**src/sv/bpb_pkg.sv**
```systemverilog
`timescale 1ns / 1ps
// shared constants, codes and control types of the breath pressure baseline block
package bpb_pkg;

  localparam int RAW_BITS_DEF       = 19;
  localparam int GAIN_FRAC_BITS_DEF = 8;

  localparam int GAIN_W = 16;
  localparam int LEN_W  = 16;
  localparam int CNT_W  = 17;
  localparam int OUT_W  = 28;

  localparam logic [LEN_W-1:0]  CAL_RESET_COUNT = 16'd20;
  localparam logic [GAIN_W-1:0] GAIN_RESET      = 16'd256;
  localparam logic [OUT_W-1:0]  PRESSURE_MAX    = 28'hFFF_FFFF;

  // input opcodes
  localparam logic OP_SAMPLE = 1'b0;
  localparam logic OP_RECAL  = 1'b1;

  // configuration register indexes
  localparam logic REG_SENSOR_OFFSET = 1'b0;
  localparam logic REG_GAIN_Q8       = 1'b1;

  typedef struct packed {
    logic load_sample;
    logic recal;
    logic cal_acc;
    logic diff;
    logic mul;
    logic sat;
    logic div_start;
    logic div_take;
    logic emit;
  } dp_cmd_t;

  typedef struct packed {
    logic cal_active;
    logic cal_last;
    logic div_done;
  } dp_status_t;

endpackage

```
**src/sv/breath_pressure_baseline_top.sv**
```systemverilog
`timescale 1ns / 1ps
// top level of the breath pressure baseline removal block
//
// Takes raw pressure sensor words and recalibrate commands, one at a time.
// Each sample has sensor_offset subtracted. While calibrating (21 samples after
// reset, recal_length+1 after a recalibrate command) the samples are summed and
// counted and each gives a word with pressure_valid low; the last one divides
// the sum by the count (truncating toward zero) into the baseline and raises
// calibrate_done. Afterwards each sample gives ((sample - baseline) * gain_q8)
// >> GAIN_FRAC_BITS, clamped at zero and saturating at the 28-bit maximum.
// Sequencing: a recalibrate command is taken at acceptance and gives no word.
// An ordinary sample passes through the SAMPLE, MUL, SAT and EMIT states from
// acceptance to the next acceptance, its output word registered on leaving EMIT;
// a calibration sample passes through SAMPLE and EMIT, and the final calibration
// sample through SAMPLE, DSTART, DWAIT and EMIT, waiting in DWAIT for
// the serial divider that produces one quotient bit per cycle over the
// RAW_BITS + 18 bit (37-bit at the default) sum. in_stall is high while a
// word is in flight. A finished word sits in the output register and
// the next item is already accepted while it waits.
module breath_pressure_baseline_top #(
  parameter int RAW_BITS       = bpb_pkg::RAW_BITS_DEF,
  parameter int GAIN_FRAC_BITS = bpb_pkg::GAIN_FRAC_BITS_DEF
) (
  input  logic                                         clk,
  input  logic                                         rst,
  // configuration write port
  input  logic                                         cfg_we,
  input  logic                                         cfg_index,
  input  logic [((RAW_BITS > 16) ? RAW_BITS : 16)-1:0] cfg_data,
  // input channel
  input  logic                                         in_valid,
  output logic                                         in_stall,
  input  logic                                         opcode,
  input  logic [RAW_BITS-1:0]                          raw_sample,
  input  logic [bpb_pkg::LEN_W-1:0]                    recal_length,
  // output channel
  output logic                                         out_valid,
  input  logic                                         out_stall,
  output logic [bpb_pkg::OUT_W-1:0]                    pressure,
  output logic                                         pressure_valid,
  output logic                                         calibrate_done
);

  import bpb_pkg::*;

  dp_cmd_t    cmd;
  dp_status_t status;

  // sequencing: accept, accumulate or scale, divide at the end of calibration
  bpb_ctrl u_ctrl (
    .clk       (clk),
    .rst       (rst),
    .in_valid  (in_valid),
    .opcode    (opcode),
    .out_stall (out_stall),
    .status    (status),
    .in_stall  (in_stall),
    .out_valid (out_valid),
    .cmd       (cmd)
  );

  // arithmetic, state and the output word register
  bpb_dp #(
    .RAW_BITS       (RAW_BITS),
    .GAIN_FRAC_BITS (GAIN_FRAC_BITS)
  ) u_dp (
    .clk            (clk),
    .rst            (rst),
    .cmd            (cmd),
    .status         (status),
    .cfg_we         (cfg_we),
    .cfg_index      (cfg_index),
    .cfg_data       (cfg_data),
    .raw_sample     (raw_sample),
    .recal_length   (recal_length),
    .pressure       (pressure),
    .pressure_valid (pressure_valid),
    .calibrate_done (calibrate_done)
  );

  // a calibration word never carries a valid pressure
  a_done_not_valid: assert property (@(posedge clk) disable iff (rst)
    out_valid |-> !(pressure_valid && calibrate_done))
    else $error("calibrate_done together with pressure_valid");

  // a calibration word reports zero pressure
  a_cal_word_zero: assert property (@(posedge clk) disable iff (rst)
    (out_valid && !pressure_valid) |-> (pressure == '0))
    else $error("nonzero pressure on a calibration word");

  // a recalibrate command completes at acceptance and leaves the input open
  a_recal_one_cycle: assert property (@(posedge clk) disable iff (rst)
    (in_valid && !in_stall && opcode == OP_RECAL) |=> !in_stall)
    else $error("recalibrate command held the input");

  // the divider only finishes while the controller waits for it
  a_div_in_wait: assert property (@(posedge clk) disable iff (rst)
    status.div_done |-> in_stall)
    else $error("divider finished outside a calibration end");

endmodule

```
**src/sv/bpb_div.sv**
```systemverilog
`timescale 1ns / 1ps
// restoring unsigned divider, one quotient bit per cycle
module bpb_div #(
  parameter int DVD_W = 37,
  parameter int DVS_W = 17
) (
  input  logic             clk,
  input  logic             rst,
  input  logic             start,
  input  logic [DVD_W-1:0] dividend,
  input  logic [DVS_W-1:0] divisor,
  output logic             done,
  output logic [DVD_W-1:0] quotient
);

  localparam int CW = $clog2(DVD_W);

  logic             busy;
  logic [CW-1:0]    cnt;
  logic [DVD_W-1:0] acc;
  logic [DVS_W-1:0] rem;
  logic [DVS_W-1:0] dvs;
  logic [DVS_W:0]   rem_sh;
  logic             ge;

  assign rem_sh   = {rem, acc[DVD_W-1]};
  assign ge       = rem_sh >= {1'b0, dvs};
  assign quotient = acc;

  always_ff @(posedge clk) begin
    if (rst) begin
      busy <= 1'b0;
      done <= 1'b0;
      cnt  <= '0;
    end else begin
      done <= 1'b0;
      if (start) begin
        busy <= 1'b1;
        cnt  <= '0;
        acc  <= dividend;
        rem  <= '0;
        dvs  <= divisor;
      end else if (busy) begin
        rem <= ge ? DVS_W'(rem_sh - {1'b0, dvs}) : rem_sh[DVS_W-1:0];
        acc <= {acc[DVD_W-2:0], ge};
        cnt <= CW'(cnt + 1'b1);
        if (cnt == CW'(DVD_W - 1)) begin
          busy <= 1'b0;
          done <= 1'b1;
        end
      end
    end
  end

endmodule

```
**src/sv/bpb_dp.sv**
```systemverilog
`timescale 1ns / 1ps
// datapath: config registers, calibration accumulator, baseline, gain and output word
module bpb_dp #(
  parameter int RAW_BITS       = bpb_pkg::RAW_BITS_DEF,
  parameter int GAIN_FRAC_BITS = bpb_pkg::GAIN_FRAC_BITS_DEF
) (
  input  logic                                                 clk,
  input  logic                                                 rst,
  input  bpb_pkg::dp_cmd_t                                     cmd,
  output bpb_pkg::dp_status_t                                  status,
  input  logic                                                 cfg_we,
  input  logic                                                 cfg_index,
  input  logic [((RAW_BITS > 16) ? RAW_BITS : 16)-1:0]         cfg_data,
  input  logic [RAW_BITS-1:0]                                  raw_sample,
  input  logic [bpb_pkg::LEN_W-1:0]                            recal_length,
  output logic [bpb_pkg::OUT_W-1:0]                            pressure,
  output logic                                                 pressure_valid,
  output logic                                                 calibrate_done
);

  import bpb_pkg::*;

  localparam int SMP_W  = RAW_BITS + 1;
  localparam int SUM_W  = SMP_W + CNT_W;
  localparam int BASE_W = RAW_BITS + 2;
  localparam int DIFF_W = BASE_W + 1;
  localparam int PROD_W = SMP_W + GAIN_W;
  localparam int CMP_W  = (PROD_W > OUT_W) ? PROD_W : OUT_W;

  logic [RAW_BITS-1:0] sensor_offset;
  logic [GAIN_W-1:0]   gain_q8;

  logic [SMP_W-1:0]  sample_r;
  logic              cal_active;
  logic [LEN_W-1:0]  cal_countdown;
  logic [SUM_W-1:0]  cal_sum;
  logic [CNT_W-1:0]  cal_count;
  logic [BASE_W-1:0] baseline;
  logic [DIFF_W-1:0] diff_r;
  logic [PROD_W-1:0] prod_r;
  logic              div_neg;

  logic [OUT_W-1:0] res_pressure;
  logic             res_valid;
  logic             res_done;

  logic [SUM_W-1:0]  sum_mag;
  logic [SUM_W-1:0]  quo;
  logic              div_done;
  logic [BASE_W-1:0] quo_low;
  logic              diff_pos;
  logic [CMP_W-1:0]  shifted;

  assign sum_mag  = cal_sum[SUM_W-1] ? SUM_W'(~cal_sum + SUM_W'(1)) : cal_sum;
  assign quo_low  = quo[BASE_W-1:0];
  assign diff_pos = !diff_r[DIFF_W-1] && (diff_r != '0);
  assign shifted  = CMP_W'(prod_r) >> GAIN_FRAC_BITS;

  bpb_div #(
    .DVD_W(SUM_W),
    .DVS_W(CNT_W)
  ) u_div (
    .clk      (clk),
    .rst      (rst),
    .start    (cmd.div_start),
    .dividend (sum_mag),
    .divisor  (cal_count),
    .done     (div_done),
    .quotient (quo)
  );

  assign status.cal_active = cal_active;
  assign status.cal_last   = (cal_countdown == '0);
  assign status.div_done   = div_done;

  // configuration registers
  always_ff @(posedge clk) begin
    if (rst) begin
      sensor_offset <= '0;
      gain_q8       <= GAIN_RESET;
    end else if (cfg_we) begin
      case (cfg_index)
        REG_SENSOR_OFFSET: sensor_offset <= cfg_data[RAW_BITS-1:0];
        REG_GAIN_Q8:       gain_q8       <= cfg_data[GAIN_W-1:0];
        default: ;
      endcase
    end
  end

  // calibration state
  always_ff @(posedge clk) begin
    if (rst) begin
      cal_active    <= 1'b1;
      cal_countdown <= CAL_RESET_COUNT;
      cal_sum       <= '0;
      cal_count     <= '0;
      baseline      <= '1;
    end else begin
      if (cmd.recal) begin
        cal_active    <= 1'b1;
        cal_countdown <= recal_length;
        cal_sum       <= '0;
        cal_count     <= '0;
      end
      if (cmd.cal_acc) begin
        cal_sum   <= cal_sum + {{(SUM_W-SMP_W){sample_r[SMP_W-1]}}, sample_r};
        cal_count <= CNT_W'(cal_count + 1'b1);
        if (cal_countdown == '0) begin
          cal_active <= 1'b0;
        end else begin
          cal_countdown <= LEN_W'(cal_countdown - 1'b1);
        end
      end
      if (cmd.div_take) begin
        baseline <= div_neg ? BASE_W'(~quo_low + BASE_W'(1)) : quo_low;
      end
    end
  end

  // working registers
  always_ff @(posedge clk) begin
    if (cmd.load_sample) begin
      sample_r <= {1'b0, raw_sample} - {1'b0, sensor_offset};
    end
    if (cmd.diff) begin
      diff_r <= {{2{sample_r[SMP_W-1]}}, sample_r} - {baseline[BASE_W-1], baseline};
    end
    if (cmd.mul) begin
      prod_r <= diff_pos ? PROD_W'(diff_r[SMP_W-1:0]) * PROD_W'(gain_q8) : '0;
    end
    if (cmd.div_start) begin
      div_neg <= cal_sum[SUM_W-1];
    end
    if (cmd.cal_acc) begin
      res_pressure <= '0;
      res_valid    <= 1'b0;
      res_done     <= 1'b0;
    end
    if (cmd.div_take) begin
      res_pressure <= '0;
      res_valid    <= 1'b0;
      res_done     <= 1'b1;
    end
    if (cmd.sat) begin
      res_pressure <= (shifted > CMP_W'(PRESSURE_MAX)) ? PRESSURE_MAX : shifted[OUT_W-1:0];
      res_valid    <= 1'b1;
      res_done     <= 1'b0;
    end
  end

  // output word register
  always_ff @(posedge clk) begin
    if (cmd.emit) begin
      pressure       <= res_pressure;
      pressure_valid <= res_valid;
      calibrate_done <= res_done;
    end
  end

endmodule

```
**src/sv/bpb_ctrl.sv**
```systemverilog
`timescale 1ns / 1ps
// controller state machine: input handshake, sequencing and output valid
module bpb_ctrl (
  input  logic                clk,
  input  logic                rst,
  input  logic                in_valid,
  input  logic                opcode,
  input  logic                out_stall,
  input  bpb_pkg::dp_status_t status,
  output logic                in_stall,
  output logic                out_valid,
  output bpb_pkg::dp_cmd_t    cmd
);

  import bpb_pkg::*;

  localparam logic [2:0] S_IDLE   = 3'd0;
  localparam logic [2:0] S_SAMPLE = 3'd1;
  localparam logic [2:0] S_MUL    = 3'd2;
  localparam logic [2:0] S_SAT    = 3'd3;
  localparam logic [2:0] S_DSTART = 3'd4;
  localparam logic [2:0] S_DWAIT  = 3'd5;
  localparam logic [2:0] S_EMIT   = 3'd6;

  logic [2:0] state;
  logic [2:0] state_next;
  logic       out_valid_next;

  assign in_stall = (state != S_IDLE);

  always_comb begin
    state_next = state;
    cmd        = '0;
    case (state)
      S_IDLE: begin
        if (in_valid) begin
          if (opcode == OP_RECAL) begin
            cmd.recal = 1'b1;
          end else begin
            cmd.load_sample = 1'b1;
            state_next      = S_SAMPLE;
          end
        end
      end
      S_SAMPLE: begin
        if (status.cal_active) begin
          cmd.cal_acc = 1'b1;
          state_next  = status.cal_last ? S_DSTART : S_EMIT;
        end else begin
          cmd.diff   = 1'b1;
          state_next = S_MUL;
        end
      end
      S_MUL: begin
        cmd.mul    = 1'b1;
        state_next = S_SAT;
      end
      S_SAT: begin
        cmd.sat    = 1'b1;
        state_next = S_EMIT;
      end
      S_DSTART: begin
        cmd.div_start = 1'b1;
        state_next    = S_DWAIT;
      end
      S_DWAIT: begin
        if (status.div_done) begin
          cmd.div_take = 1'b1;
          state_next   = S_EMIT;
        end
      end
      S_EMIT: begin
        if (!out_valid || !out_stall) begin
          cmd.emit   = 1'b1;
          state_next = S_IDLE;
        end
      end
      default: begin
        state_next = S_IDLE;
      end
    endcase
  end

  always_comb begin
    if (cmd.emit) begin
      out_valid_next = 1'b1;
    end else if (!out_stall) begin
      out_valid_next = 1'b0;
    end else begin
      out_valid_next = out_valid;
    end
  end

  always_ff @(posedge clk) begin
    if (rst) begin
      state     <= S_IDLE;
      out_valid <= 1'b0;
    end else begin
      state     <= state_next;
      out_valid <= out_valid_next;
    end
  end

endmodule

```
**config.mk**
```make
export PLATFORM = sky130hd
export DESIGN_NAME = breath_pressure_baseline_top
export DESIGN_NICKNAME = d
export VERILOG_FILES = /design/src/sv/bpb_pkg.sv /design/src/sv/breath_pressure_baseline_top.sv /design/src/sv/bpb_div.sv /design/src/sv/bpb_dp.sv /design/src/sv/bpb_ctrl.sv
export SDC_FILE = /design/constraint.sdc
export NUM_CORES = 2
export LEC_CHECK = 0
export ABC_AREA = 1
export BUFFER_PORTS_ARGS = -buffer_cell sky130_fd_sc_hd__buf_4
export CAP_MARGIN = 20
export CELL_PAD_IN_SITES_DETAIL_PLACEMENT = 2
export CELL_PAD_IN_SITES_GLOBAL_PLACEMENT = 2
export CORE_MARGIN = 3
export CORE_UTILIZATION = 39
export DETAILED_ROUTE_END_ITERATION = 8
export PLACE_DENSITY_LB_ADDON = 0.1
export SKIP_LAST_GASP = 1
export SYNTH_ARGS = -nofsm -noshare
export SYNTH_HDL_FRONTEND = slang
export SYNTH_SLANG_ARGS = --single-unit
```
**constraint.sdc**
```tcl
create_clock -name clk -period 7.8 [get_ports clk]
set_input_delay 1.17 -clock clk [delete_from_list [all_inputs] [get_ports clk]]
set_output_delay 1.17 -clock clk [all_outputs]
set_load 0.01 [all_outputs]
```
==> impl_metrics.py <==
metrics = {
    "routing": {
        "drt_iter0_drc": 1526,
        "drcViolationCount": 0,
        "wire_per_inst_um": 22.5,
        "drtAntennaViolNets": 0,
        "vias": 27500,
        "routed_wl_mm": 116,
        "drt-pass1-iter-count": 5,
        "via_per_inst": 5.35,
    },
    "floorplan": {
        "initial_utilization_pct": 39.6,
        "die-width_um": 287,
        "core_area_um2": 78000,
        "die_y_um": 287,
        "rows": 102,
        "die_area_um2": 82600,
        "io_pins": 93,
    },
    "timing": {
        "fin_tns_setup_ns": 0,
        "worst_slew_pin_slew_ns": 1.02,
        "maxSlewViolCount": 0,
        "rsz0062_at_grt": "no",
        "hold_violations": 0,
        "final-setup-viol-count": 0,
        "period_share_pct": 84.3,
        "maxSlewHeadroom_pct": 31.9,
        "skew_ns": 0.0233,
        "fmax_mhz": 152,
        "fin_ws_ns": 1.22,
        "min_period_ns": 6.58,
    },
    "cells_and_area": {
        "layout-drive-gt1-share_pct": 6.75,
        "antenna_cells": 0,
        "area_delta_synth_final_pct": 9.96,
        "nNetsFinal": 4586,
    },
    "clocking": {
        "cts-root-buf": "clkbuf_16",
        "post-cts-setup-buffers": 0,
        "post_cts_resize_count": 0,
        "postCtsHoldBufs": 0,
        "clk_pin_slew_worst_paths_ns": 0.06,
        "insertion_delay_ns": 0.59,
        "cts_max_level": 2,
        "clock-sinks": 341,
        "clockBufferDepth": 3,
        "cts_made_buffers": 43,
        "cts_tree": "yes",
    },
    "setup_path": {
        "r2r-start": "u_dp.gain_q8[9]",
        "required_ns": 8.13,
        "crit_type": "reg -> reg",
        "crit_fanout": 21,
        "r2r_setup_slack_ns": 1.22,
        "cp-start-kind": "flop",
        "cp_slowest_cell": "dfxtp_1",
        "cp.arrival_ns": 6.91,
        "endpoint_kind": "flop",
        "max_stage_delay_ns": 0.96,
        "r2r_end": "u_dp.prod_r[34]",
        "ff2ff_path_depth": 22,
        "worstPathCellList": "nand2_1, fa_1, inv_1, fa_1, inv_1, fa_1, inv_1, fa_1, fa_1, inv_1, fa_1, inv_1, ha_1, nand2_1, nor2_1, inv_1, nor3_1, nand2_1, nand2_1, nand2_1, a21oi_1, nor2_1",
    },
    "flow_run": {
        "cap_violations": 0,
    },
    "place": {
        "hpwl_mm": 91.2,
        "place_ws_ns": 1.30,
        "routabilityCongestion": 0.891,
        "portBuffers": 92,
    },
    "yosys": {
        "netlist_area_um2": 30900,
        "syn_nets": 4558,
        "synthFlopType": "edfxtp_1",
        "synth_compound_area_share_pct": 10.5,
        "synth_cells": 4040,
        "synth.most_common_cell": "nand2_1",
        "synth_xor_area_share_pct": 2.41,
        "synth_top_family_by_area": "adder cells",
        "yosys_register_bits": 341,
        "synth_simple_gate_area_share_pct": 22.2,
        "yosys.area.top_type": "edfxtp_1",
        "ys_types": 63,
        "yosys.area.top_type_share_pct": 19.5,
        "async_reset_ff_share_pct": 0,
        "synth_edf_count": 200,
        "synth_fa_ha_area_share_pct": 24.7,
        "synthTopCellsByCount": "991 x nand2_1, 773 x inv_1, 325 x nor2_1",
        "avgSynthCellArea_um2": 7.64,
        "ys_seq_area_share_pct": 28.6,
        "yosysWarnings": 0,
        "synth_mux_area_share_pct": 0,
        "yosys-top-cells-area": "edfxtp_1 19%, fa_1 16%, nand2_1 12%, inv_1 9.4%, dfxtp_1 9.1%",
    },
    "min_path": {
        "hp-class": "reg -> reg",
        "min_to": "u_dp.pressure[22]",
        "whs_path_depth": 0,
        "min_from": "u_dp.res_pressure[22]",
    },
    "pwr": {
        "power_mw": 8.52,
        "powerDensity_nw_per_um2": 251,
        "max-vdd-ir-drop_mv": 0.181,
        "power.leakage_nw": 16.7,
    },
    "run_status": {
        "status": "finished clean",
    },
    "grt": {
        "grt_max_degree": 58,
        "grt_pass1_wl_mm": 179,
        "grt_usage_pct": 28.2,
        "grt_overflow": 0,
        "first_global_vias": 30100,
        "grt_antenna_before_repair": 2,
    },
}
[placed cells by master (no fill, tap or decap), types with 47 or more instances in the layout]
cell         n
fa_1       253
nor2_1     324
clkbuf_16   47
xor2_1      56
dfxtp_1    141
inv_1      772
o21ai_0    175
nand2_1    991
ha_1       204
edfxtp_1   200
buf_4      121
nand3_1    169
a21oi_1    275
[state kept, by name, summed over array words and instances (netlist names), 19 cells and up]
name	cells
u_dp.baseline	21
u_dp.sample_r	20
u_dp.cal_sum	37
u_dp.diff_r	22
u_dp.res_pressure	28
u_dp.pressure	28
u_dp.sensor_offset	19
u_dp.u_div.quotient	37
u_dp.prod_r	28
[how the worst max path moves through the flow]
stage                          startpoint                      to  slack, ns  depth (start not counted)
final                     u_dp.gain_q8[9]         u_dp.prod_r[34]       1.22                         22
after global routing      u_dp.gain_q8[9]         u_dp.prod_r[34]       0.81                         22
after CTS                 u_dp.gain_q8[8]         u_dp.prod_r[34]       1.27                         22
after detailed placement  u_dp.gain_q8[9]         u_dp.prod_r[34]       1.30                         19
after global placement    u_dp.gain_q8[9]         u_dp.prod_r[26]       1.55                         22
after floorplan                       rst  u_dp.u_div.quotient[0]       2.03                          2
[critical path, delay by kind of cell, from the launching register on]
kind / cells / cell delay, ns
AND/OR/NAND/NOR: 8 / 1.22
adder cells (fa/ha/maj): 7 / 3.56
buffers and inverters: 6 / 0.39
flip-flops: 1 / 0.96
AO/OA/AOI/OAI: 1 / 0.19
[routing by layer]
layer  vias up  track usage (%)  part of all wire (%)
met5         -                0                 0.011
met4         2             6.95                   2.4
met3       129             2.35                   4.2
met2       518             48.1                    48
met1     14100             38.7                    46
li1      12800                -                     -
[stage by stage]
stage / utilization, % / instances / instance area, um^2 / hold slack, ns
2_1_floorplan: - / 4040 / 30900 / 0.400
3_3_place_gp: 41.7 / 5063 / 32500 / 0.401
3_5_place_dp: 41.7 / 5063 / 32500 / 0.407
4_1_cts: 43.5 / 5143 / 34000 / 0.420
5_1_grt: 43.5 / 5143 / 34000 / 0.430
6_report: 43.5 / 5143 / 34000 / 0.422
[layout make-up]
cell class              instances  area (um^2)
multi-input cells            2772        18500
well taps                    1040         1300
fillers                      9103        44000
clock buffers                  61         1300
flip-flops and latches        341         8830
repair buffers                121          908
inverters                     789         2960
clock inverters                19          168
[cell families (layout without fill, tap and decap cells)]
family	after synthesis	count (layout)
AOI/OAI and AO/OA	589	589
xor gates and xnor gates	85	85
adders and majority gates	457	457
buffers and inverters	927	990
DFF	341	341
and+or+nand+nor	1641	1641
[power breakdown]
group          internal (mW)  leakage [nW]  switching, mW  total [mW]
Clock                   1.21         0.719          0.890        2.10
Sequential              2.15          2.99          0.253        2.40
Combinational           1.28          13.0           2.74        4.03
(Power assumes the default switching activity.)
